### src/rtl/core/hba_pkg.sv
// ----------------------------------------------------------------------------
// hba_pkg: shared definitions of the hue band HSB adjuster
// Widths, band edges, reciprocal constants, the item type that travels
// between the delta stages and the tone stages, and small helper functions.
// ----------------------------------------------------------------------------
package hba_pkg;

   localparam int NUM_BANDS  = 7;
   localparam int NUM_COLORS = NUM_BANDS - 1;
   localparam int NUM_COMPS  = 3;
   localparam int SHIFT_W    = 25;
   localparam int HUE_W      = 9;
   localparam int PIX_W      = 16;
   localparam int IDX_W      = 3;

   // Component codes of a packed shift register.
   localparam int COMP_HUE = 0;
   localparam int COMP_SAT = 1;
   localparam int COMP_BRI = 2;

   localparam logic [9:0] RAMP_DEG       = 10'd30;
   localparam logic [9:0] HUE_FULL_TURN  = 10'd360;

   // Ramp start, flat start, flat end, ramp end of each colour band.
   localparam logic [8:0] BAND_EDGE [NUM_COLORS][4] = '{
      '{9'd315, 9'd345, 9'd15,  9'd45 },
      '{9'd15,  9'd45,  9'd75,  9'd105},
      '{9'd75,  9'd105, 9'd135, 9'd165},
      '{9'd135, 9'd165, 9'd195, 9'd225},
      '{9'd195, 9'd225, 9'd255, 9'd285},
      '{9'd255, 9'd285, 9'd315, 9'd345}
   };

   // floor(x / 30) = (x * 8739) >> 18, exact for x below 10082.
   localparam logic [13:0] RECIP_30 = 14'd8739;
   // floor(x / 360) = (x * 2913) >> 20, exact for x below 10082.
   localparam logic [11:0] RECIP_360 = 12'd2913;
   // floor(x / 100) = (x * 10737419) >> 30, exact for x below 14128182.
   localparam logic [23:0] RECIP_100 = 24'd10737419;

   localparam logic [12:0] HUE_BIAS   = 13'd1800;
   localparam logic [8:0]  HUE_MOD    = 9'd360;
   localparam logic [15:0] Q16_ONE    = 16'hFFFF;
   localparam logic [7:0]  PCT_FULL   = 8'd100;

   typedef logic [NUM_BANDS-1:0][SHIFT_W-1:0] shift_array_type;

   typedef struct packed {
      logic               valid;
      logic [HUE_W-1:0]   hue;
      logic [PIX_W-1:0]   sat;
      logic [PIX_W-1:0]   bri;
      logic signed [11:0] dh;
      logic signed [7:0]  ds;
      logic signed [7:0]  db;
   } delta_type;

   // One signed component of a packed shift register, widened to 9 bits.
   function automatic logic signed [8:0] shift_field(input logic [SHIFT_W-1:0] value,
                                                     input int comp);
      logic signed [8:0] f;
      case (comp)
         COMP_HUE: f = value[8:0];
         COMP_SAT: f = {value[16], value[16:9]};
         COMP_BRI: f = {value[24], value[24:17]};
         default:  f = '0;
      endcase
      return f;
   endfunction

   // Weight 0..30 of a colour band at the given hue.
   function automatic logic [4:0] band_weight(input logic [HUE_W-1:0] hue, input int band);
      logic [9:0] h;
      logic [9:0] ll;
      logic [9:0] l;
      logic [9:0] r;
      logic [9:0] rr;
      logic [9:0] w;
      h  = {1'b0, hue};
      ll = {1'b0, BAND_EDGE[band][0]};
      l  = {1'b0, BAND_EDGE[band][1]};
      r  = {1'b0, BAND_EDGE[band][2]};
      rr = {1'b0, BAND_EDGE[band][3]};
      w  = '0;
      if (l < r) begin
         if (h >= l && h <= r) begin
            w = RAMP_DEG;
         end else if (h >= ll && h <= l) begin
            w = h - ll;
         end else if (h >= r && h <= rr) begin
            w = rr - h;
         end
      end else begin
         // The band wraps through zero degrees.
         if ((h >= l && h <= HUE_FULL_TURN) || h <= r) begin
            w = RAMP_DEG;
         end else if (h >= ll && h <= l) begin
            w = h - ll;
         end else if (h >= r && h <= rr) begin
            w = rr - h;
         end
      end
      return w[4:0];
   endfunction

   // Clip a summed delta to -100..100.
   function automatic logic signed [7:0] clip_pct(input logic signed [11:0] v);
      logic signed [7:0] c;
      if (v > 12'sd100) begin
         c = 8'sd100;
      end else if (v < -12'sd100) begin
         c = -8'sd100;
      end else begin
         c = v[7:0];
      end
      return c;
   endfunction

endpackage

### src/rtl/core/hba_band_sum.sv
// ----------------------------------------------------------------------------
// hba_band_sum: band weighting and delta summation
// Four stages: band weights, weighted products, division by the ramp
// width, and the sum over all bands with clipping of the tone deltas.
// ----------------------------------------------------------------------------
module hba_band_sum (
   input  logic                       clock,
   input  logic                       reset,
   input  logic                       in_valid,
   input  logic [hba_pkg::HUE_W-1:0]  in_hue,
   input  logic [hba_pkg::PIX_W-1:0]  in_sat,
   input  logic [hba_pkg::PIX_W-1:0]  in_bri,
   input  hba_pkg::shift_array_type   shift,
   output hba_pkg::delta_type         delta
);
   import hba_pkg::*;

   // Stage 1: weights.
   logic                                 v1_ff;
   logic [HUE_W-1:0]                     h1_ff;
   logic [PIX_W-1:0]                     s1_ff;
   logic [PIX_W-1:0]                     b1_ff;
   logic [NUM_COLORS-1:0][4:0]           d1_ff;
   logic [NUM_COLORS-1:0][4:0]           d1_in;

   // Stage 2: shift times weight.
   logic                                 v2_ff;
   logic [HUE_W-1:0]                     h2_ff;
   logic [PIX_W-1:0]                     s2_ff;
   logic [PIX_W-1:0]                     b2_ff;
   logic [NUM_COLORS-1:0][NUM_COMPS-1:0][13:0] p2_ff;
   logic [NUM_COLORS-1:0][NUM_COMPS-1:0][13:0] p2_in;
   logic signed [14:0]                   prod [NUM_COLORS][NUM_COMPS];

   // Stage 3: weighted shifts.
   logic                                 v3_ff;
   logic [HUE_W-1:0]                     h3_ff;
   logic [PIX_W-1:0]                     s3_ff;
   logic [PIX_W-1:0]                     b3_ff;
   logic [NUM_COLORS-1:0][NUM_COMPS-1:0][9:0] w3_ff;
   logic [NUM_COLORS-1:0][NUM_COMPS-1:0][9:0] w3_in;
   logic [13:0]                          mag  [NUM_COLORS][NUM_COMPS];
   logic [26:0]                          quo  [NUM_COLORS][NUM_COMPS];

   // Stage 4: sums.
   delta_type                            delta_ff;
   delta_type                            delta_in;
   logic signed [11:0]                   acc [NUM_COMPS];
   logic signed [8:0]                    mfield [NUM_COMPS];

   always_comb begin
      for (int b = 0; b < NUM_COLORS; b++) begin
         d1_in[b] = band_weight(in_hue, b);
      end
   end

   always_comb begin
      for (int b = 0; b < NUM_COLORS; b++) begin
         for (int c = 0; c < NUM_COMPS; c++) begin
            prod[b][c]  = shift_field(shift[b + 1], c) * $signed({1'b0, d1_ff[b]});
            p2_in[b][c] = prod[b][c][13:0];
         end
      end
   end

   // Truncating division by 30 on the magnitude keeps rounding toward zero.
   always_comb begin
      for (int b = 0; b < NUM_COLORS; b++) begin
         for (int c = 0; c < NUM_COMPS; c++) begin
            mag[b][c] = p2_ff[b][c][13] ? (14'd0 - p2_ff[b][c]) : p2_ff[b][c];
            quo[b][c] = mag[b][c][12:0] * RECIP_30;
            w3_in[b][c] = p2_ff[b][c][13] ? (10'd0 - {1'b0, quo[b][c][26:18]})
                                          : {1'b0, quo[b][c][26:18]};
         end
      end
   end

   always_comb begin
      for (int c = 0; c < NUM_COMPS; c++) begin
         mfield[c] = shift_field(shift[0], c);
         acc[c]    = {{3{mfield[c][8]}}, mfield[c]};
         for (int b = 0; b < NUM_COLORS; b++) begin
            acc[c] = acc[c] + {{2{w3_ff[b][c][9]}}, w3_ff[b][c]};
         end
      end
      delta_in.valid = v3_ff;
      delta_in.hue   = h3_ff;
      delta_in.sat   = s3_ff;
      delta_in.bri   = b3_ff;
      delta_in.dh    = acc[COMP_HUE];
      delta_in.ds    = clip_pct(acc[COMP_SAT]);
      delta_in.db    = clip_pct(acc[COMP_BRI]);
   end

   always_ff @(posedge clock) begin
      if (reset) begin
         v1_ff          <= 1'b0;
         v2_ff          <= 1'b0;
         v3_ff          <= 1'b0;
         delta_ff.valid <= 1'b0;
      end else begin
         v1_ff          <= in_valid;
         v2_ff          <= v1_ff;
         v3_ff          <= v2_ff;
         delta_ff.valid <= delta_in.valid;
      end
      h1_ff <= in_hue;
      s1_ff <= in_sat;
      b1_ff <= in_bri;
      d1_ff <= d1_in;
      h2_ff <= h1_ff;
      s2_ff <= s1_ff;
      b2_ff <= b1_ff;
      p2_ff <= p2_in;
      h3_ff <= h2_ff;
      s3_ff <= s2_ff;
      b3_ff <= b2_ff;
      w3_ff <= w3_in;
      delta_ff.hue <= delta_in.hue;
      delta_ff.sat <= delta_in.sat;
      delta_ff.bri <= delta_in.bri;
      delta_ff.dh  <= delta_in.dh;
      delta_ff.ds  <= delta_in.ds;
      delta_ff.db  <= delta_in.db;
   end

   assign delta = delta_ff;

endmodule

### config.mk
export PLATFORM = sky130hd
export DESIGN_NAME = hba_band_sum
export DESIGN_NICKNAME = d
export VERILOG_FILES = /design/src/rtl/core/hba_pkg.sv /design/src/rtl/core/hba_band_sum.sv
export SDC_FILE = /design/constraint.sdc
export NUM_CORES = 2
export LEC_CHECK = 0
export BUFFER_PORTS_ARGS = -buffer_cell sky130_fd_sc_hd__buf_2
export CELL_PAD_IN_SITES_DETAIL_PLACEMENT = 0
export CELL_PAD_IN_SITES_GLOBAL_PLACEMENT = 1
export CORE_UTILIZATION = 42
export CTS_BUF_LIST = sky130_fd_sc_hd__clkbuf_4
export DETAILED_ROUTE_END_ITERATION = 7
export PLACE_DENSITY = 0.81
export SLEW_MARGIN = 30
export SYNTH_ARGS = -nofsm -noshare
export SYNTH_HDL_FRONTEND = slang
export SYNTH_SLANG_ARGS = --single-unit
### constraint.sdc
create_clock -name clock -period 7.3 [get_ports clock]
set_input_delay 1.46 -clock clock [delete_from_list [all_inputs] [get_ports clock]]
set_output_delay 1.46 -clock clock [all_outputs]
set_load 0.01 [all_outputs]
# Word-level counts from Yosys, hierarchy flattened
# Index checks and enable logic that the tools add are counted.
op_classes:
  addsub: 66
  multipliers: 36
  order_cmp: 29
  n_mux: 50
  reduce_logical: 15
op_table:
  columns: ["operator", "n"]
  rows:
  - ["multiplier 13 x 14 -> 27 bit, second input constant", 18]
  - ["2-to-1 mux 13 bit", 18]
  - ["subtractor 1 x 13 -> 13 bit, first input constant", 18]
  - ["subtractor 1 x 9 -> 10 bit, first input constant", 18]
  - ["multiplier 8 x 6 -> 14 bit", 12]
  - ["2-to-1 mux 9 bit", 18]
  - ["adder 12 bit", 12]
  - ["multiplier 9 x 6 -> 14 bit", 6]
  - ["2-to-1 mux 5 bit", 12]
  - [">= comparator 9 x 8 -> 1 bit, second input constant", 5]
  - ["less-or-equal comparator 9 x 8 -> 1 bit, second input constant", 5]
  - ["adder 11 x 10 -> 12 bit", 3]
  - ["less-or-equal comparator 9 bit, second input constant", 4]
  - [">= comparator 9 bit, second input constant", 3]
  - ["greater-than comparator 12 x 8 -> 1 bit, second input constant", 2]
  - ["less-than comparator 12 x 8 -> 1 bit, second input constant", 2]
  - ["adder 8 x 10 -> 11 bit", 2]
  - [">= comparator 9 x 7 -> 1 bit, second input constant", 2]
  - ["less-or-equal comparator 9 x 7 -> 1 bit, second input constant", 2]
  - ["2-to-1 mux 8 bit", 2]
  - ["logical AND 1 bit", 12]
  - ["adder 9 x 10 -> 11 bit", 1]
  - ["subtractor 4 x 5 -> 5 bit, first input constant", 2]
  - ["subtractor 5 x 4 -> 5 bit, second input constant", 2]
  - ["other kinds (12)", 15]
word_totals:
  ff_bits: 658
  input_bits: 219
  output_inout_bits: 70
  wordCells: 277

# Depth between registers and ports, before layout
logic_depth:
  depth_word: 8
  mapped_depth: 31
  ltp_nobuf: 31

# Least setup slack after synthesis
# OpenSTA, ideal clock, no wires.
synth_path:
  kind: "flip-flop to flip-flop"
  from: "reg p2_ff[17] (netlist name)"
  to: "reg w3_ff[16] (netlist name)"
  setup_time_ns: 0.133
  t_arrival_ns: 6.383
  required_time_ns: 7.167
  slack_ns: 0.784
  path_stages_with_launch: 27
  n_path_buf: 0
  period_less_slack_ns: 6.516
  path_cell_list: "dfxtp_1 > nor3_1 > nand3_1 > or4_1 > o21ai_0 > xnor2_1 > inv_1 > ha_1 > fa_1 > fa_1 > fa_1 > inv_1 > ha_1 > and4_1 > a21oi_1 > o21ai_0 > or4b_1 > o211ai_1 > xnor2_1 > inv_1 > ha_1 > and4b_1 > o31ai_1 > o31a_1 > nor2_1 > a221oi_1 > xor2_1"
synth_rtl:
  columns: ["item", "line", "text"]
  rows:
  - ["start, declared", "hba_band_sum.sv:31", "logic [NUM_COLORS-1:0][NUM_COMPS-1:0][13:0] p2_ff;"]
  - ["start signal, assigned", "hba_band_sum.sv:114", "p2_ff <= p2_in;"]
  - ["end signal, assigned", "hba_band_sum.sv:118", "w3_ff <= w3_in;"]
  - ["end, declared", "hba_band_sum.sv:40", "logic [NUM_COLORS-1:0][NUM_COMPS-1:0][9:0] w3_ff;"]

==> key figures <==
Placed design
  – RePlAce Congestion: about 0.90
  – Number of I/O port buffers: around 290
  – Placed cell count: between 10000 and 15000
  – Half-perimeter wire length after placement: roughly 170000 um

Global routing
  – Met3 track utilization from global routing: between 2 and 3%
  – Met2 Resource Use GR: approximately a third
  – Global Route Usage Sum: between 10% and 20%
  – Wire length of the first global-routing pass: around 330000 um
  – Global route overflow: 0
  – Busiest metal layer after global routing: met2
  – Initial antenna violation count: 40
  – GRT met1 Usage: about 23%
  – Pin count of the biggest net entering global routing: 30
  – Vias in the first global route: around 67000

Synthesis
  – Total nets after synthesis: between 10000 and 15000
  – Ranking of synthesized cells by area: ha_1 26%, fa_1 22%, dfxtp_1 15%
  – Top flip-flop cell by instance count after synthesis: dfxtp_1
  – Biggest area consumer among synthesized cells: ha_1
  – Share of flip-flops with an asynchronous set or reset after synthesis: 0%
  – Syn Inst Count: 9225
  – Netlist Area Pre-Place: 87300 um^2
  – Flops & latches, synth: 658
  – Sequential area share after synthesis: around 15%
  – Number of distinct standard cells referenced by the synthesized netlist: ~110
  – Share of the synthesized area in the top cell type: 25.8%
  – Synth Warn #: 0
  – Post-synth EDFFs: 0
  – Post-synthesis average cell area: approximately 9.5 um^2

Worst setup path
  – CP delay by family, top: adder cells
  – Top fanout value on the critical path: 5
  – Crit path max-delay cell type: or4b_2
  – Worst Setup End Kind: register
  – Worst setup path category: register to register
  – Endpoint required time on the critical path: between 8 and 9 ns
  – Bufs and invs on worst path: 3
  – Cell repeated most along the worst path: ha_1
  – CP max stage delay: approximately 0.61 ns
  – Data arrival time of the critical path: 8.04 ns
  – Worst reg-to-reg setup slack: 0.35 ns
  – Kind of start point of the critical path: register

Die
  – IO Count: ~290
  – Die Width: about 460 um
  – DIE AREA: roughly 210000 um^2
  – Starting density of the core: a little over two fifths
  – Core footprint: 206000 um^2
  – Site row count: approximately 170
  – Overall die height: between 400 and 500 um

STA
  – Rel. slew slack: a little over a third
  – Count of endpoints failing setup in the final report: 0
  – Crit share post-route: 95.2%
  – Max-slew violation count: 0
  – Minimum clock period after layout: 6.95 ns
  – Setup repair after global routing missed its margin: true
  – Sum Neg Setup Slack: 0 ns
  – Clock tree skew after final layout: between 0.06 and 0.07 ns
  – Upper clock frequency limit: about 140 MHz
  – Slew at the pin with the worst max-slew slack: between 0.9 and 1 ns
  – Worst Hold Margin: roughly 0.28 ns
  – Final hold viol count: 0

Clock tree
  – Num CTS Buffers: approximately 190
  – Worst skew pair latency: around 1.3 ns
  – Maximum number of buffers from clock root to sink: 3
  – Hold buffers post-CTS: 0
  – Number of buffers added for setup after CTS: 0
  – Clock edge transition at the registers on the reported setup and hold paths: 0.07 ns
  – # clock sinks: roughly 660
  – Level count of the clock H-tree: 4
  – CTS tree: built
  – Root Buffer: clkbuf_4

Drt
  – Drt total wl: between 200000 and 250000 um
  – WL/cell: 16.1 um
  – Number of vias per cell after detailed routing: about 5.1
  – Total iterations of the first detailed-routing run: 5
  – Number of remaining DRC errors: 0
  – Final ANT Viol Nets: 0
  – Number of design-rule violations left by the first detailed-router iteration: ~2600
  – Via count: approximately 63000

Final layout
  – Net count of the finished layout: around 13000
  – Final non-filler cell total: 12500
  – Number of filler instances in the final layout: approximately 20000
  – Fraction of layout cells with a size suffix above 1: under 10%
  – Synthesis-to-finish area growth: 8.39%
  – Post-layout utilization of the core: between 40 and 50%

Flow run
  – Max-cap check violation count: 0

Status
  – Result of the run: completed

Worst hold path
  – Worst min-delay path category: register to register
synth_stat cells (32+ instances only):
master	count
nand4_1	57
o31ai_1	75
nor2_1	223
xnor2_1	542
o21bai_1	58
fa_1	954
nand2b_1	117
and2_1	569
mux2i_1	41
dfxtp_1	658
nand3_1	80
a31oi_1	41
ha_1	1803
clkbuf_1	136
o21ai_0	248
nor4_1	36
o221ai_1	35
nor2b_1	68
a21oi_1	356
nor3_1	74
nand2_1	562
xor2_1	152
a21o_1	146
or3_1	49
inv_1	1587
o211ai_1	32
o21a_1	62
worst reg2reg max path: cells and delay by family, from the launching register on:
family                     cells  cell delay, ns
adders and majority gates      7            2.50
and+or+nand+nor                7            1.77
AOI/OAI and AO/OA              7            1.33
xor gates and xnor gates       3            0.63
DFF                            1            0.37
buffers and inverters          3            0.22
worst paths after layout:
kind,from,to,depth (start not counted)
max,p2_ff[42],w3_ff[36],27
min,s1_ff[14],s2_ff[14],0
max reg2reg,p2_ff[42],w3_ff[36],27
min reg2reg,s1_ff[14],s2_ff[14],0
per-layer routing:
| metal | vias up | routed length, um |
|---|---|---|
| met4 | 10 | 7570 |
| met1 | 30700 | 84900 |
| met2 | 975 | 101000 |
| met3 | 371 | 6810 |
| met5 | - | 51 |
| li1 | 31400 | - |
cell families after synthesis:
| logic type | Yosys count | share of synthesized area, % |
|---|---|---|
| AO/OA/AOI/OAI | 1329 | 10.0 |
| multiplexers | 51 | 0.619 |
| AND/OR/NAND/NOR | 1989 | 12.0 |
| XOR/XNOR | 694 | 6.96 |
| buffers and inverters | 1747 | 7.53 |
| adder cells (fa/ha/maj) | 2757 | 47.7 |
| flip-flops | 658 | 15.1 |
cells in the final DEF (no fill, tap or decap), types with 245 or more instances in the layout:
master / Yosys / routed
inv_1: 1587 / 1587
nand2_1: 562 / 562
dfxtp_1: 658 / 648
buf_2: 8 / 288
o21ai_0: 248 / 245
ha_1: 1803 / 1803
a21oi_1: 356 / 355
and2_1: 569 / 569
fa_1: 954 / 954
xnor2_1: 542 / 541
metrics by stage:
step                      setup WS [ns]  area, um^2
after floorplan                   0.784       87300
after global placement            0.348       91800
after detailed placement          0.342       91800
after CTS                         0.297       94500
after global routing            -0.0449       94600
final                             0.349       94600
registers in the layout, indices dropped and copies added, names as in the netlist:
register and cells:
v3_ff 1, s3_ff 16, b1_ff 16, s1_ff 16, w3_ff 180, b2_ff 16, v1_ff 1, delta 70
b3_ff 16, d1_ff 30, p2_ff 252, s2_ff 16, h3_ff 9, h1_ff 9, h2_ff 9, v2_ff 1
area by class of cell:
class	instances	area, um^2	area share (%)
antenna	24	60.1	0.0635
clock buffer	241	1810	1.91
clock inverter	100	838	0.886
inverter	1591	5970	6.31
multi-input combinational	6820	67600	71.4
sequential	658	13200	13.9
tap	2688	3360	3.56
timing repair buffer	336	1800	1.90
timing repair:
action                                 CTS  global route
setup endpoints to repair                0             5
resized for setup                        0             8
endpoints found under the hold margin    0             0
Power is not shown: default switching activity piles up to over one toggle a cycle in this logic, so the estimate is an artifact.
