## src/rtl/core/hba_pkg.sv

```systemverilog
// ----------------------------------------------------------------------------
// hba_pkg: shared definitions of the hue band HSB adjuster
// Widths, band edges, reciprocal constants, the item type that travels
// between the delta stages and the tone stages, and small helper functions.
// ----------------------------------------------------------------------------
package hba_pkg;

   localparam int NUM_BANDS  = 7;
   localparam int NUM_COLORS = NUM_BANDS - 1;
   localparam int NUM_COMPS  = 3;
   localparam int SHIFT_W    = 25;
   localparam int HUE_W      = 9;
   localparam int PIX_W      = 16;
   localparam int IDX_W      = 3;

   // Component codes of a packed shift register.
   localparam int COMP_HUE = 0;
   localparam int COMP_SAT = 1;
   localparam int COMP_BRI = 2;

   localparam logic [9:0] RAMP_DEG       = 10'd30;
   localparam logic [9:0] HUE_FULL_TURN  = 10'd360;

   // Ramp start, flat start, flat end, ramp end of each colour band.
   localparam logic [8:0] BAND_EDGE [NUM_COLORS][4] = '{
      '{9'd315, 9'd345, 9'd15,  9'd45 },
      '{9'd15,  9'd45,  9'd75,  9'd105},
      '{9'd75,  9'd105, 9'd135, 9'd165},
      '{9'd135, 9'd165, 9'd195, 9'd225},
      '{9'd195, 9'd225, 9'd255, 9'd285},
      '{9'd255, 9'd285, 9'd315, 9'd345}
   };

   // floor(x / 30) = (x * 8739) >> 18, exact for x below 10082.
   localparam logic [13:0] RECIP_30 = 14'd8739;
   // floor(x / 360) = (x * 2913) >> 20, exact for x below 10082.
   localparam logic [11:0] RECIP_360 = 12'd2913;
   // floor(x / 100) = (x * 10737419) >> 30, exact for x below 14128182.
   localparam logic [23:0] RECIP_100 = 24'd10737419;

   localparam logic [12:0] HUE_BIAS   = 13'd1800;
   localparam logic [8:0]  HUE_MOD    = 9'd360;
   localparam logic [15:0] Q16_ONE    = 16'hFFFF;
   localparam logic [7:0]  PCT_FULL   = 8'd100;

   typedef logic [NUM_BANDS-1:0][SHIFT_W-1:0] shift_array_type;

   typedef struct packed {
      logic               valid;
      logic [HUE_W-1:0]   hue;
      logic [PIX_W-1:0]   sat;
      logic [PIX_W-1:0]   bri;
      logic signed [11:0] dh;
      logic signed [7:0]  ds;
      logic signed [7:0]  db;
   } delta_type;

   // One signed component of a packed shift register, widened to 9 bits.
   function automatic logic signed [8:0] shift_field(input logic [SHIFT_W-1:0] value,
                                                     input int comp);
      logic signed [8:0] f;
      case (comp)
         COMP_HUE: f = value[8:0];
         COMP_SAT: f = {value[16], value[16:9]};
         COMP_BRI: f = {value[24], value[24:17]};
         default:  f = '0;
      endcase
      return f;
   endfunction

   // Weight 0..30 of a colour band at the given hue.
   function automatic logic [4:0] band_weight(input logic [HUE_W-1:0] hue, input int band);
      logic [9:0] h;
      logic [9:0] ll;
      logic [9:0] l;
      logic [9:0] r;
      logic [9:0] rr;
      logic [9:0] w;
      h  = {1'b0, hue};
      ll = {1'b0, BAND_EDGE[band][0]};
      l  = {1'b0, BAND_EDGE[band][1]};
      r  = {1'b0, BAND_EDGE[band][2]};
      rr = {1'b0, BAND_EDGE[band][3]};
      w  = '0;
      if (l < r) begin
         if (h >= l && h <= r) begin
            w = RAMP_DEG;
         end else if (h >= ll && h <= l) begin
            w = h - ll;
         end else if (h >= r && h <= rr) begin
            w = rr - h;
         end
      end else begin
         // The band wraps through zero degrees.
         if ((h >= l && h <= HUE_FULL_TURN) || h <= r) begin
            w = RAMP_DEG;
         end else if (h >= ll && h <= l) begin
            w = h - ll;
         end else if (h >= r && h <= rr) begin
            w = rr - h;
         end
      end
      return w[4:0];
   endfunction

   // Clip a summed delta to -100..100.
   function automatic logic signed [7:0] clip_pct(input logic signed [11:0] v);
      logic signed [7:0] c;
      if (v > 12'sd100) begin
         c = 8'sd100;
      end else if (v < -12'sd100) begin
         c = -8'sd100;
      end else begin
         c = v[7:0];
      end
      return c;
   endfunction

endpackage

```

## src/rtl/core/hba_csr.sv

```systemverilog
// ----------------------------------------------------------------------------
// hba_csr: shift register file
// Seven packed band shift registers, written one at a time over the
// configuration channel; writes beyond the last register are dropped.
// ----------------------------------------------------------------------------
module hba_csr (
   input  logic                         clock,
   input  logic                         reset,
   input  logic                         csr_valid,
   output logic                         csr_ready,
   input  logic [hba_pkg::IDX_W-1:0]    csr_index,
   input  logic [hba_pkg::SHIFT_W-1:0]  csr_wdata,
   output hba_pkg::shift_array_type     shift
);
   import hba_pkg::*;

   shift_array_type shift_ff;
   shift_array_type shift_in;

   always_comb begin
      shift_in = shift_ff;
      if (csr_valid && csr_index < IDX_W'(NUM_BANDS)) begin
         shift_in[csr_index] = csr_wdata;
      end
   end

   always_ff @(posedge clock) begin
      if (reset) begin
         shift_ff <= '0;
      end else begin
         shift_ff <= shift_in;
      end
   end

   assign csr_ready = 1'b1;
   assign shift     = shift_ff;

endmodule

```

## config.mk

```make
export PLATFORM = sky130hd
export DESIGN_NAME = hba_csr
export DESIGN_NICKNAME = d
export VERILOG_FILES = /design/src/rtl/core/hba_pkg.sv /design/src/rtl/core/hba_csr.sv
export SDC_FILE = /design/constraint.sdc
export NUM_CORES = 1
export LEC_CHECK = 0
export BUFFER_PORTS_ARGS = -buffer_cell sky130_fd_sc_hd__buf_2
export CAP_MARGIN = 30
export CORE_AREA = 2 2 127 129
export DETAILED_ROUTE_END_ITERATION = 16
export DIE_AREA = 0 0 129 131
export PLACE_DENSITY_LB_ADDON = 0.08
export SYNTH_ARGS = -nofsm -noshare
export SYNTH_HDL_FRONTEND = slang
export SYNTH_SLANG_ARGS = --single-unit
```

## constraint.sdc

```tcl
create_clock -name clock -period 2.6 [get_ports clock]
set_input_delay 0.65 -clock clock [delete_from_list [all_inputs] [get_ports clock]]
set_output_delay 0.65 -clock clock [all_outputs]
set_load 0.1 [all_outputs]
```

Yosys cells after proc, flatten, opt, wreduce, memory -nomap -nowiden

Index checks and enable logic that the tools add are counted.

Mux-type cells: 3
$lt $le $gt $ge: 3
Reductions and logical operators: 2

Operators by type and width:

| operator                                                                      | number |
|---|---|
| 175-bit bitwise mux                                                           | 1 |
| 25-bit demux with 3-bit select                                                | 1 |
| 25-bit two-way mux                                                            | 1 |
| 3-bit by 4-bit less-than comparator with 1-bit output (second input constant) | 1 |
| 3-bit by 1-bit >= comparator with 1-bit output (second input constant)        | 1 |
| 3-bit less-than comparator (second input constant)                            | 1 |
| 1-bit logical AND                                                             | 2 |

Register bits: 175
Word-level logic and storage cells: 15
Input bits: 31
Output and inout port bits: 176

Logic depth before layout (Yosys ltp)

Gate-level depths: netlist (run 1).

Depth in word-level cells: 5
Mapped depth: 5
Depth with buffers taken out: 2

Worst setup path after synthesis (run 1)

OpenSTA, ideal clock, no wires.

Kind: input port to flip-flop
From: in csr_index[2] (netlist bit)
To: reg shift_ff, in the netlist shift[14]
Path buffers: 3
Cell stages on the path: 5
Data required time: 2.475 ns
Setup slack: 0.767 ns
Library setup time: 0.125 ns
Arrival time: 1.707 ns
Cell sequence: buf_2 or4b_4 buf_6 buf_12 mux2i_1

Longest elaborated chain between the ends: 5
Elaborated cells on any way between the ends: 8
Classes of those cells: order compare: 3; mux: 3; reduce/logical: 2

Ends and longest elaborated chain:

| item                                                                                                                                                 | line          | text |
|---|---|---|
| start: declaration                                                                                                                                   | hba_csr.sv:11 | `input logic [hba_pkg::IDX_W-1:0] csr_index,` |
| 3-bit by 4-bit less-than comparator with 1-bit output (implied by the code) / 3-bit by 1-bit >= comparator with 1-bit output (equally long branches) | hba_csr.sv:23 | `shift_in[csr_index] = csr_wdata;` |
| 1-bit logical AND (implied by the code)                                                                                                              | hba_csr.sv:23 |  |
| 25-bit two-way mux (implied by the code)                                                                                                             | hba_csr.sv:23 |  |
| 25-bit demux with 3-bit select                                                                                                                       | hba_csr.sv:23 |  |
| 175-bit bitwise mux                                                                                                                                  | hba_csr.sv:23 |  |
| end signal: assignment                                                                                                                               | hba_csr.sv:31 | `shift_ff <= shift_in;` |
| end: declaration                                                                                                                                     | hba_csr.sv:17 | `shift_array_type shift_ff;` |

Several ways; a longest one is shown, not always the timed one.
A chain may end at the register's enable or synchronous reset.

Final worst setup path (run 1)

From: reg shift_ff, in the netlist shift[83]
To: out shift[83] (netlist bit)

RTL lines:

| item             | line          | text |
|---|---|---|
| end: declaration | hba_csr.sv:13 | `output hba_pkg::shift_array_type shift` |

No word-level cell between the ends.

==> results.sh, run 1 <==
export IMPL_htree_num_levels=4
export IMPL_hold_path_class="flop to flop"
export IMPL_arrival_ps=1230
export IMPL_insertion_delay_ps=420
export IMPL_fin_setup_tns_ps=0
export IMPL_worst_hold_slack_ps=470.8
export IMPL_cap_violations=0
export IMPL_grt_usage_pct=21.00
export IMPL_finalSetupViolCount=0
export IMPL_diodes=0
export IMPL_largest_register_ffs=175
export IMPL_pin_count=207
export IMPL_num_rows=46
export IMPL_finClkSkew_ps=0
export IMPL_cts_made_buffers=17
export IMPL_worstSetupStartpointType="flop"
export IMPL_post_route_min_period_ps=1877
export IMPL_cts_root_buf="clkbuf_16"
export IMPL_drc_errors=0
export IMPL_avgSynthCellArea_sq_um=11.30
export IMPL_yosysWarnings=0
export IMPL_clkTransAtPathRegs_ps=60
export IMPL_synthCells=606
export IMPL_hp_start="shift[123]"
export IMPL_slowest_stage="buf_2"
export IMPL_timing_rr_end="shift[74]"
export IMPL_whs_path_depth=2
export IMPL_path_class="flop to output pin"
export IMPL_r2r_slack_ps=1970
export IMPL_cp_required_ps=1950
export IMPL_drive_above_1_share_pct=31.15
export IMPL_area_delta_synth_final_pct=25.22
export IMPL_fin_crit_sh_pct=72.19
export IMPL_wirelength_um=17550
export IMPL_seq_area_frac_synth_pct=51.17
export IMPL_post_cts_buffers=0
export IMPL_cts_max_path_buffers=2
export IMPL_hpwl_um=12170
export IMPL_detail_route_antenna_nets=0
export IMPL_port_buffers=205
export IMPL_dr_first_iter_drc_count=257
export IMPL_dr_total_vias=4893
export IMPL_cts_resized_gates=0
export IMPL_relSlewSlack_pct=48.34
export IMPL_syn_num_nets=637
export IMPL_power_density_mw_per_mm2=687.4
export IMPL_final_area_sq_mm=0.008573
export IMPL_start_util_pct=43.90
export IMPL_slowest_delay_ps=450
export IMPL_hold_viol_final=0
export IMPL_grt_setup_unrepaired="no"
export IMPL_die_y_um=131
export IMPL_final_net_count=830
export IMPL_dieWidth_um=129
export IMPL_path_cells="buf_2"
export IMPL_first_global_vias=4930
export IMPL_synthTopCellsByArea="dfxtp_1 51%, mux2i_1 26%, nand2b_1 18%, clkbuf_1 1.3%, buf_2 1.2%"
export IMPL_vdd_ir_drop_max_uv=481.2
export IMPL_grt_pass1_wl_um=26940
export IMPL_fp_coreArea_sq_mm=0.01560
export IMPL_ys_ff_latch=175
export IMPL_vias_per_cell=4.774
export IMPL_avgRoutedWirePerCell_um=17.12
export IMPL_overflow=0
export IMPL_outcome="completed"
export IMPL_synth_top_area_share_pct=51.17
export IMPL_fmax_ghz=0.5328
export IMPL_tritoncts="done"
export IMPL_drv_slew=0
export IMPL_grt_max_degree=51
export IMPL_place_congestion=0.7761
export IMPL_worst_path_buf_inv=1
export IMPL_worst_pin_slew_ps=774.8
export IMPL_rr_worst_depth=2
export IMPL_syn_area_sq_mm=0.006847
export IMPL_reg2reg_from="shift[74]"
export IMPL_endpoint_kind="output pin"
export IMPL_cts_hold_buf=0
export IMPL_post_dp_cell_area_sq_mm=0.008045
export IMPL_antenna_found_initial=0
export IMPL_cpLargestDelayFamily="buffers and inverters"
export IMPL_synth_distinct_cells=14
export IMPL_cts_sinks=175
export IMPL_first_pass_iters=4
export IMPL_fp_dieArea_sq_mm=0.01690
export IMPL_p_leak_nw=4.632
export IMPL_crit_fanout=2
export IMPL_synth_area_leader_cell="dfxtp_1"
export IMPL_min_to="shift[123]"
## synth_stat cells
cell	instances
buf_4	3
or4b_4	1
dfxtp_1	175
nand2b_1	200
and4bb_2	1
nor4b_2	1
mux2i_1	175
buf_12	1
clkbuf_1	24
nand4bb_1	3
buf_6	2
conb_1	1
nand4b_1	3
buf_2	16
## cell families (layout without fill, tap and decap cells)
group	after synthesis	count (layout)	share of synthesized area [%]
multiplexers	175	175	25.58
flip-flops	175	175	51.17
AND/OR/NAND/NOR	209	209	19.76
other	1	1	0.05477
buffers and inverters	46	249	3.436
## how the worst max path moves through the flow
stage / start / endpoint / slack, ps / cells after the start
after floorplan: csr_index[2] / shift[14] / 770 / 5
after global placement: csr_index[2] / shift[37] / 650 / 3
after detailed placement: csr_index[2] / shift[43] / 590 / 3
after CTS: shift[133] / shift[133] / 700 / 1
after global routing: shift[153] / shift[153] / 680 / 1
final: shift[83] / shift[83] / 720 / 1
## layout make-up
class                           count  area (sq um)
Sequential cell                   175          3503
Tap cell                          216         270.3
Fill cell                        1372          7024
Timing Repair Buffer              220          1154
Clock buffer                       21         460.4
Clock inverter                      8         67.56
Multi-Input combinational cell    385          3118
## placed cells by master (no fill, tap or decap)
master	instances
buf_2	204
nand2b_1	200
mux2i_1	175
dfxtp_1	175
clkbuf_16	17
buf_4	15
clkinv_2	6
nand4b_1	3
nand4bb_2	2
clkbuf_8	2
clkbuf_1	2
nor4b_2	1
and4bb_2	1
nand4bb_1	1
or4b_4	1
conb_1	1
bufinv_16	1
clkinvlp_4	1
buf_12	1
## layer usage
metal	GRT usage (%)	vias to the layer above	wire length [um]
li1	-	2379	-
met5	0	-	0
met4	7.481	0	337
met1	26.35	2341	7830
met2	34.52	146	8352
met3	6.270	27	1033
## power breakdown
part | internal [mW] | switching [mW] | total, mW
Clock | 1.34 | 0.982 | 2.32
Sequential | 2.74 | 0.0302 | 2.77
Combinational | 0.177 | 0.623 | 0.800
## metrics by stage
stage	setup WS (ps)	cells	util, %	total power, mW
final	723.0	1025	54.97	5.893
after global routing	678.9	1025	54.97	6.116
after CTS	699.1	1025	54.97	5.951
after detailed placement	585.4	996	51.58	3.634
after global placement	653.0	996	51.58	3.625
after floorplan	767.4	606	-	3.478
Note: power is estimated with default switching activity, not from simulation.
==> inputs of run 2 (changes only) <==
- clock period: 2.6 -> 1.7 ns (I/O delays scaled with it)
==> run 2 against run 1 <==
Global-route usage fell by 0.67 points. Sequential share of layout area fell by 0.77 points. Routed wire length fell by 3.3%. Register-to-register slack got worse by 940 ps. Utilization rose by 1.1 points. Design area rose by 1.9%. Clock-buffer cell count rose by 1. Critical path type unchanged. Critical endpoint is now shift[122].
==> results.sh, run 2 (synthesis results as in run 1) <==
export IMPL_final_core_util_pct=56.02
export IMPL_path_class="flop to output pin"
export IMPL_grt_usage_pct=20.33
export IMPL_final_area_sq_mm=0.008738
export IMPL_fp_coreArea_sq_mm=0.01560
export IMPL_grt_setup_unrepaired="no"
export IMPL_dieWidth_um=129
export IMPL_vdd_ir_drop_max_uv=678.9
export IMPL_vias_per_cell=4.757
export IMPL_wirelength_um=16970
export IMPL_post_cts_buffers=0
export IMPL_antenna_found_initial=0
export IMPL_intPower_mw=6.785
export IMPL_finClkSkew_ps=0
export IMPL_htree_num_levels=4
export IMPL_seq_power_share_pct=45.3
export IMPL_final_net_count=834
export IMPL_crit_fanout=2
export IMPL_cts_made_buffers=17
export IMPL_overflow=0
export IMPL_cts_max_path_buffers=2
export IMPL_tritoncts="done"
export IMPL_place_congestion=0.7803
export IMPL_pwr_share_clk_pct=41.5
export IMPL_diodes=0
export IMPL_cp_required_ps=1270
export IMPL_reg2reg_from="shift[170]"
export IMPL_post_route_min_period_ps=1658
export IMPL_p_switching_mw=2.574
export IMPL_hold_viol_final=0
export IMPL_p_sw_share_pct=27.51
export IMPL_setup_slack_ps=41.62
export IMPL_avgRoutedWirePerCell_um=16.45
export IMPL_slowest_stage="buf_2"
export IMPL_relSlewSlack_pct=65.27
export IMPL_place_ws_ps=86.09
export IMPL_detail_route_antenna_nets=0
export IMPL_worstSetupStartpointType="flop"
export IMPL_power_mw=9.359
export IMPL_drv_slew=0
export IMPL_layout_commonest_cell="buf_2"
export IMPL_finalSetupViolCount=0
export IMPL_first_pass_iters=4
export IMPL_port_buffers=205
export IMPL_hold_path_class="input pin to flop"
export IMPL_power_density_mw_per_mm2=1071
export IMPL_dr_total_vias=4909
export IMPL_grt_pass1_wl_um=26190
export IMPL_hpwl_um=11900
export IMPL_fillers=1420
export IMPL_cpLargestDelayFamily="buffers and inverters"
export IMPL_worst_path_buf_inv=1
export IMPL_final_cell_mix="202 x buf_2, 200 x nand2b_1, 175 x mux2i_1, 175 x dfxtp_1, 17 x clkbuf_16"
export IMPL_fmax_ghz=0.6030
export IMPL_fp_dieArea_sq_mm=0.01690
export IMPL_hp_start="csr_wdata[22]"
export IMPL_crit_path_start="shift[122]"
export IMPL_path_cells="buf_2"
export IMPL_die_y_um=131
export IMPL_pin_count=207
export IMPL_arrival_ps=1230
export IMPL_cts_sinks=175
export IMPL_p_leak_nw=4.689
export IMPL_dr_first_iter_drc_count=218
export IMPL_p_comb_share_pct=13.2
export IMPL_endpoint_kind="output pin"
export IMPL_outcome="completed"
export IMPL_drive_above_1_share_pct=31.37
export IMPL_insertion_delay_ps=430
export IMPL_largest_register_ffs=175
export IMPL_start_util_pct=43.90
export IMPL_post_dp_cell_area_sq_mm=0.008150
export IMPL_cts_root_buf="clkbuf_16"
export IMPL_fin_crit_sh_pct=97.55
export IMPL_drc_errors=0
export IMPL_num_rows=46
export IMPL_first_global_vias=4917
export IMPL_worst_pin_slew_ps=524.6
export IMPL_clkTransAtPathRegs_ps=60
export IMPL_grt_max_degree=73
export IMPL_cap_violations=0
export IMPL_slowest_delay_ps=440
export IMPL_area_delta_synth_final_pct=27.63
export IMPL_fin_setup_tns_ps=0
-- run 2: changes by cell type in the layout (fill, tap and decap cells not counted), sizes merged --
cell      before  now
buf          220  222
bufinv         1    3
clkinvlp       1    4
clkinv         6    3
clkbuf        21   24
-- run 2: path summary, 6_finish.rpt --
check                                  end  slack, ps  cells past startpoint
worst max-delay path            shift[122]         40                      1
worst min-delay path             shift[72]        430                      3
worst max register to register  shift[170]       1030                      2
worst min register to register  shift[130]        470                      2
-- run 2: final cells by class --
| cell class | instances | area (sq um) | area share, % |
|---|---|---|---|
| clock buffers | 22 | 444.2 | 5.083 |
| clock inverters | 10 | 138.9 | 1.589 |
| multi-input cells | 385 | 3118 | 35.68 |
| flip-flops and latches | 175 | 3503 | 40.09 |
| well taps | 216 | 270.3 | 3.093 |
| repair buffers | 224 | 1264 | 14.46 |
-- run 2: repair_timing --
item | 4_1_cts | 5_1_grt
resized for setup | 0 | 2
endpoints found under the hold margin | 0 | 0
setup endpoints to repair | 0 | 2
hold buffers | 0 | 0
-- run 2: power by group through the flow --
| stage | clock network [mW] | registers (mW) | logic, mW |
|---|---|---|---|
| final | 3.88 | 4.24 | 1.24 |
| after global routing | 4.14 | 4.24 | 1.29 |
| after CTS | 3.96 | 4.24 | 1.25 |
| after detailed placement | 0 | 4.33 | 1.24 |
| after global placement | 0 | 4.33 | 1.23 |
| after floorplan | 0 | 4.98 | 0.342 |
-- run 2: per-stage QoR --
step,std cells,hold slack [ps]
5_1_grt,1032,449.8
3_5_place_dp,1000,461.2
6_report,1032,428.7
4_1_cts,1032,421.6
3_3_place_gp,1000,455.7
2_1_floorplan,606,699.3
-- run 2: metal layers --
layer / vias to the layer above / track usage, % / wire length (um)
met3: 26 / 5.904 / 1064
met2: 140 / 33.83 / 8046
met4: 0 / 7.928 / 380
met1: 2352 / 25.03 / 7480
met5: - / 0 / 0
li1: 2391 / - / -
==> inputs of run 3 (changes only) <==
- CELL_PAD_IN_SITES_DETAIL_PLACEMENT: not set -> 0
- CELL_PAD_IN_SITES_GLOBAL_PLACEMENT: not set -> 1
- CORE_AREA: 2 2 127 129 -> 2 2 141 143
- DIE_AREA: 0 0 129 131 -> 0 0 143 145
==> run 3 against run 2 <==
Combinational power hardly changed. Utilization down 9.9 points. Sequential share of layout area down 0.53 points. Clock skew stayed put. Clock power up 5.4%. Setup slack improved by 0.73 ps. Clock-buffer cell count down 4. Non-clock buffer count grew 4. Register-to-register slack better by 30 ps. Critical path type unchanged. Largest power group unchanged.
==> results.sh, run 3 (synthesis results as in run 1) <==
export IMPL_drv_slew=0
export IMPL_final_area_sq_mm=0.008856
export IMPL_path_class="flop to output pin"
export IMPL_cts_sinks=175
export IMPL_vias_per_cell=4.557
export IMPL_final_cell_mix="201 x buf_2, 200 x nand2b_1, 175 x mux2i_1, 175 x dfxtp_1, 18 x buf_4"
export IMPL_fmax_ghz=0.6033
export IMPL_worst_hold_slack_ps=432.3
export IMPL_worst_path_buf_inv=1
export IMPL_vdd_ir_drop_max_uv=692.1
export IMPL_slowest_stage="buf_2"
export IMPL_dr_total_vias=4944
export IMPL_final_net_count=838
export IMPL_first_global_vias=4940
export IMPL_overflow=0
export IMPL_cts_root_buf="clkbuf_16"
export IMPL_die_y_um=145
export IMPL_grt_busiest_layer="met2"
export IMPL_crit_fanout=2
export IMPL_slowest_delay_ps=440
export IMPL_worst_pin_slew_ps=528.2
export IMPL_fp_dieArea_sq_mm=0.02074
export IMPL_insertion_delay_ps=430
export IMPL_drive_above_1_share_pct=32.32
export IMPL_detail_route_antenna_nets=0
export IMPL_power_mw=9.581
export IMPL_finClkSkew_ps=0
export IMPL_start_util_pct=35.65
export IMPL_grt_setup_unrepaired="no"
export IMPL_fin_setup_tns_ps=0
export IMPL_grt_max_degree=40
export IMPL_pin_count=207
export IMPL_first_pass_iters=4
export IMPL_worstSetupStartpointType="flop"
export IMPL_hold_viol_final=0
export IMPL_endpoint_kind="output pin"
export IMPL_p_leak_nw=4.725
export IMPL_diodes=0
export IMPL_fin_crit_sh_pct=97.51
export IMPL_place_congestion=0.7267
export IMPL_antenna_found_initial=0
export IMPL_fp_coreArea_sq_mm=0.01921
export IMPL_num_rows=51
export IMPL_cts_max_path_buffers=2
export IMPL_post_cts_buffers=0
export IMPL_port_buffers=205
export IMPL_outcome="completed"
export IMPL_largest_register_ffs=175
export IMPL_grt_use_met2_pct=29.07
export IMPL_post_route_min_period_ps=1658
export IMPL_grt_usage_pct=18.22
export IMPL_tritoncts="done"
export IMPL_path_cells="buf_2"
export IMPL_arrival_ps=1230
export IMPL_htree_num_levels=4
export IMPL_area_delta_synth_final_pct=29.35
export IMPL_cts_made_buffers=17
export IMPL_cts_hold_buf=0
export IMPL_cp_required_ps=1270
export IMPL_avgRoutedWirePerCell_um=17.26
export IMPL_use_met1_pct=23.66
export IMPL_relSlewSlack_pct=65.03
export IMPL_power_density_mw_per_mm2=1082
export IMPL_post_dp_cell_area_sq_mm=0.008229
export IMPL_finalSetupViolCount=0
export IMPL_hold_path_class="input pin to flop"
export IMPL_dr_first_iter_drc_count=187
export IMPL_grt_pass1_wl_um=28960
export IMPL_cpLargestDelayFamily="buffers and inverters"
export IMPL_drc_errors=0
export IMPL_clkTransAtPathRegs_ps=70
export IMPL_cap_violations=0
export IMPL_wirelength_um=18730
export IMPL_layout_commonest_cell="buf_2"
export IMPL_dieWidth_um=143
export IMPL_grtUsageMet3_pct=5.677
export IMPL_hpwl_um=13170
run 3: worst register-to-register path: cells and delay by family, from the launching register on:
family,cells,cell delay (ps)
AND/OR/NAND/NOR,1,80
flip-flops,1,350
multiplexers,1,140
run 3: per-stage QoR:
| stage | setup WS, ps | utilization [%] | instances |
|---|---|---|---|
| final | 42.35 | 46.11 | 1085 |
| after global placement | 56.89 | 42.84 | 1053 |
| after CTS | 24.07 | 46.07 | 1085 |
| after detailed placement | 10.02 | 42.84 | 1053 |
| after floorplan | 92.36 | - | 606 |
| after global routing | 0.7737 | 46.11 | 1085 |
run 3: layout make-up:
| cell class | instances | area [sq um] |
|---|---|---|
| Clock inverter | 14 | 180.2 |
| Tap cell | 265 | 331.6 |
| Fill cell | 1829 | 10350 |
| Clock buffer | 18 | 439.2 |
| Sequential cell | 175 | 3503 |
| Timing Repair Buffer | 228 | 1284 |
| Multi-Input combinational cell | 385 | 3118 |
run 3: timing repair:
action,4_1_cts,5_1_grt
gates resized for setup,0,3
endpoints found under the setup margin,0,3
endpoints found under the hold margin,0,0
run 3: path summary, 6_finish.rpt:
kind                            depth (start not counted)          start  slack [ps]         end
worst max-delay path                                    1     shift[102]          40  shift[102]
worst min-delay path                                    3  csr_wdata[24]         430  shift[124]
worst max register to register                          2      shift[85]        1060   shift[85]
worst min register to register                          2      shift[47]         470   shift[47]
run 3: power by group:
part | total (mW) | switching (mW) | internal [mW]
sequential | 4.24 | 0.0474 | 4.19
clock | 4.09 | 1.71 | 2.38
combinational | 1.25 | 0.965 | 0.290
total | 9.58 | 2.72 | 6.86
run 3: metal layers:
metal	part of all wire (%)	vias to the layer above
li1	-	2404
met1	46	2382
met2	47	140
met3	6.1	18
met4	1.5	0
met5	0	-
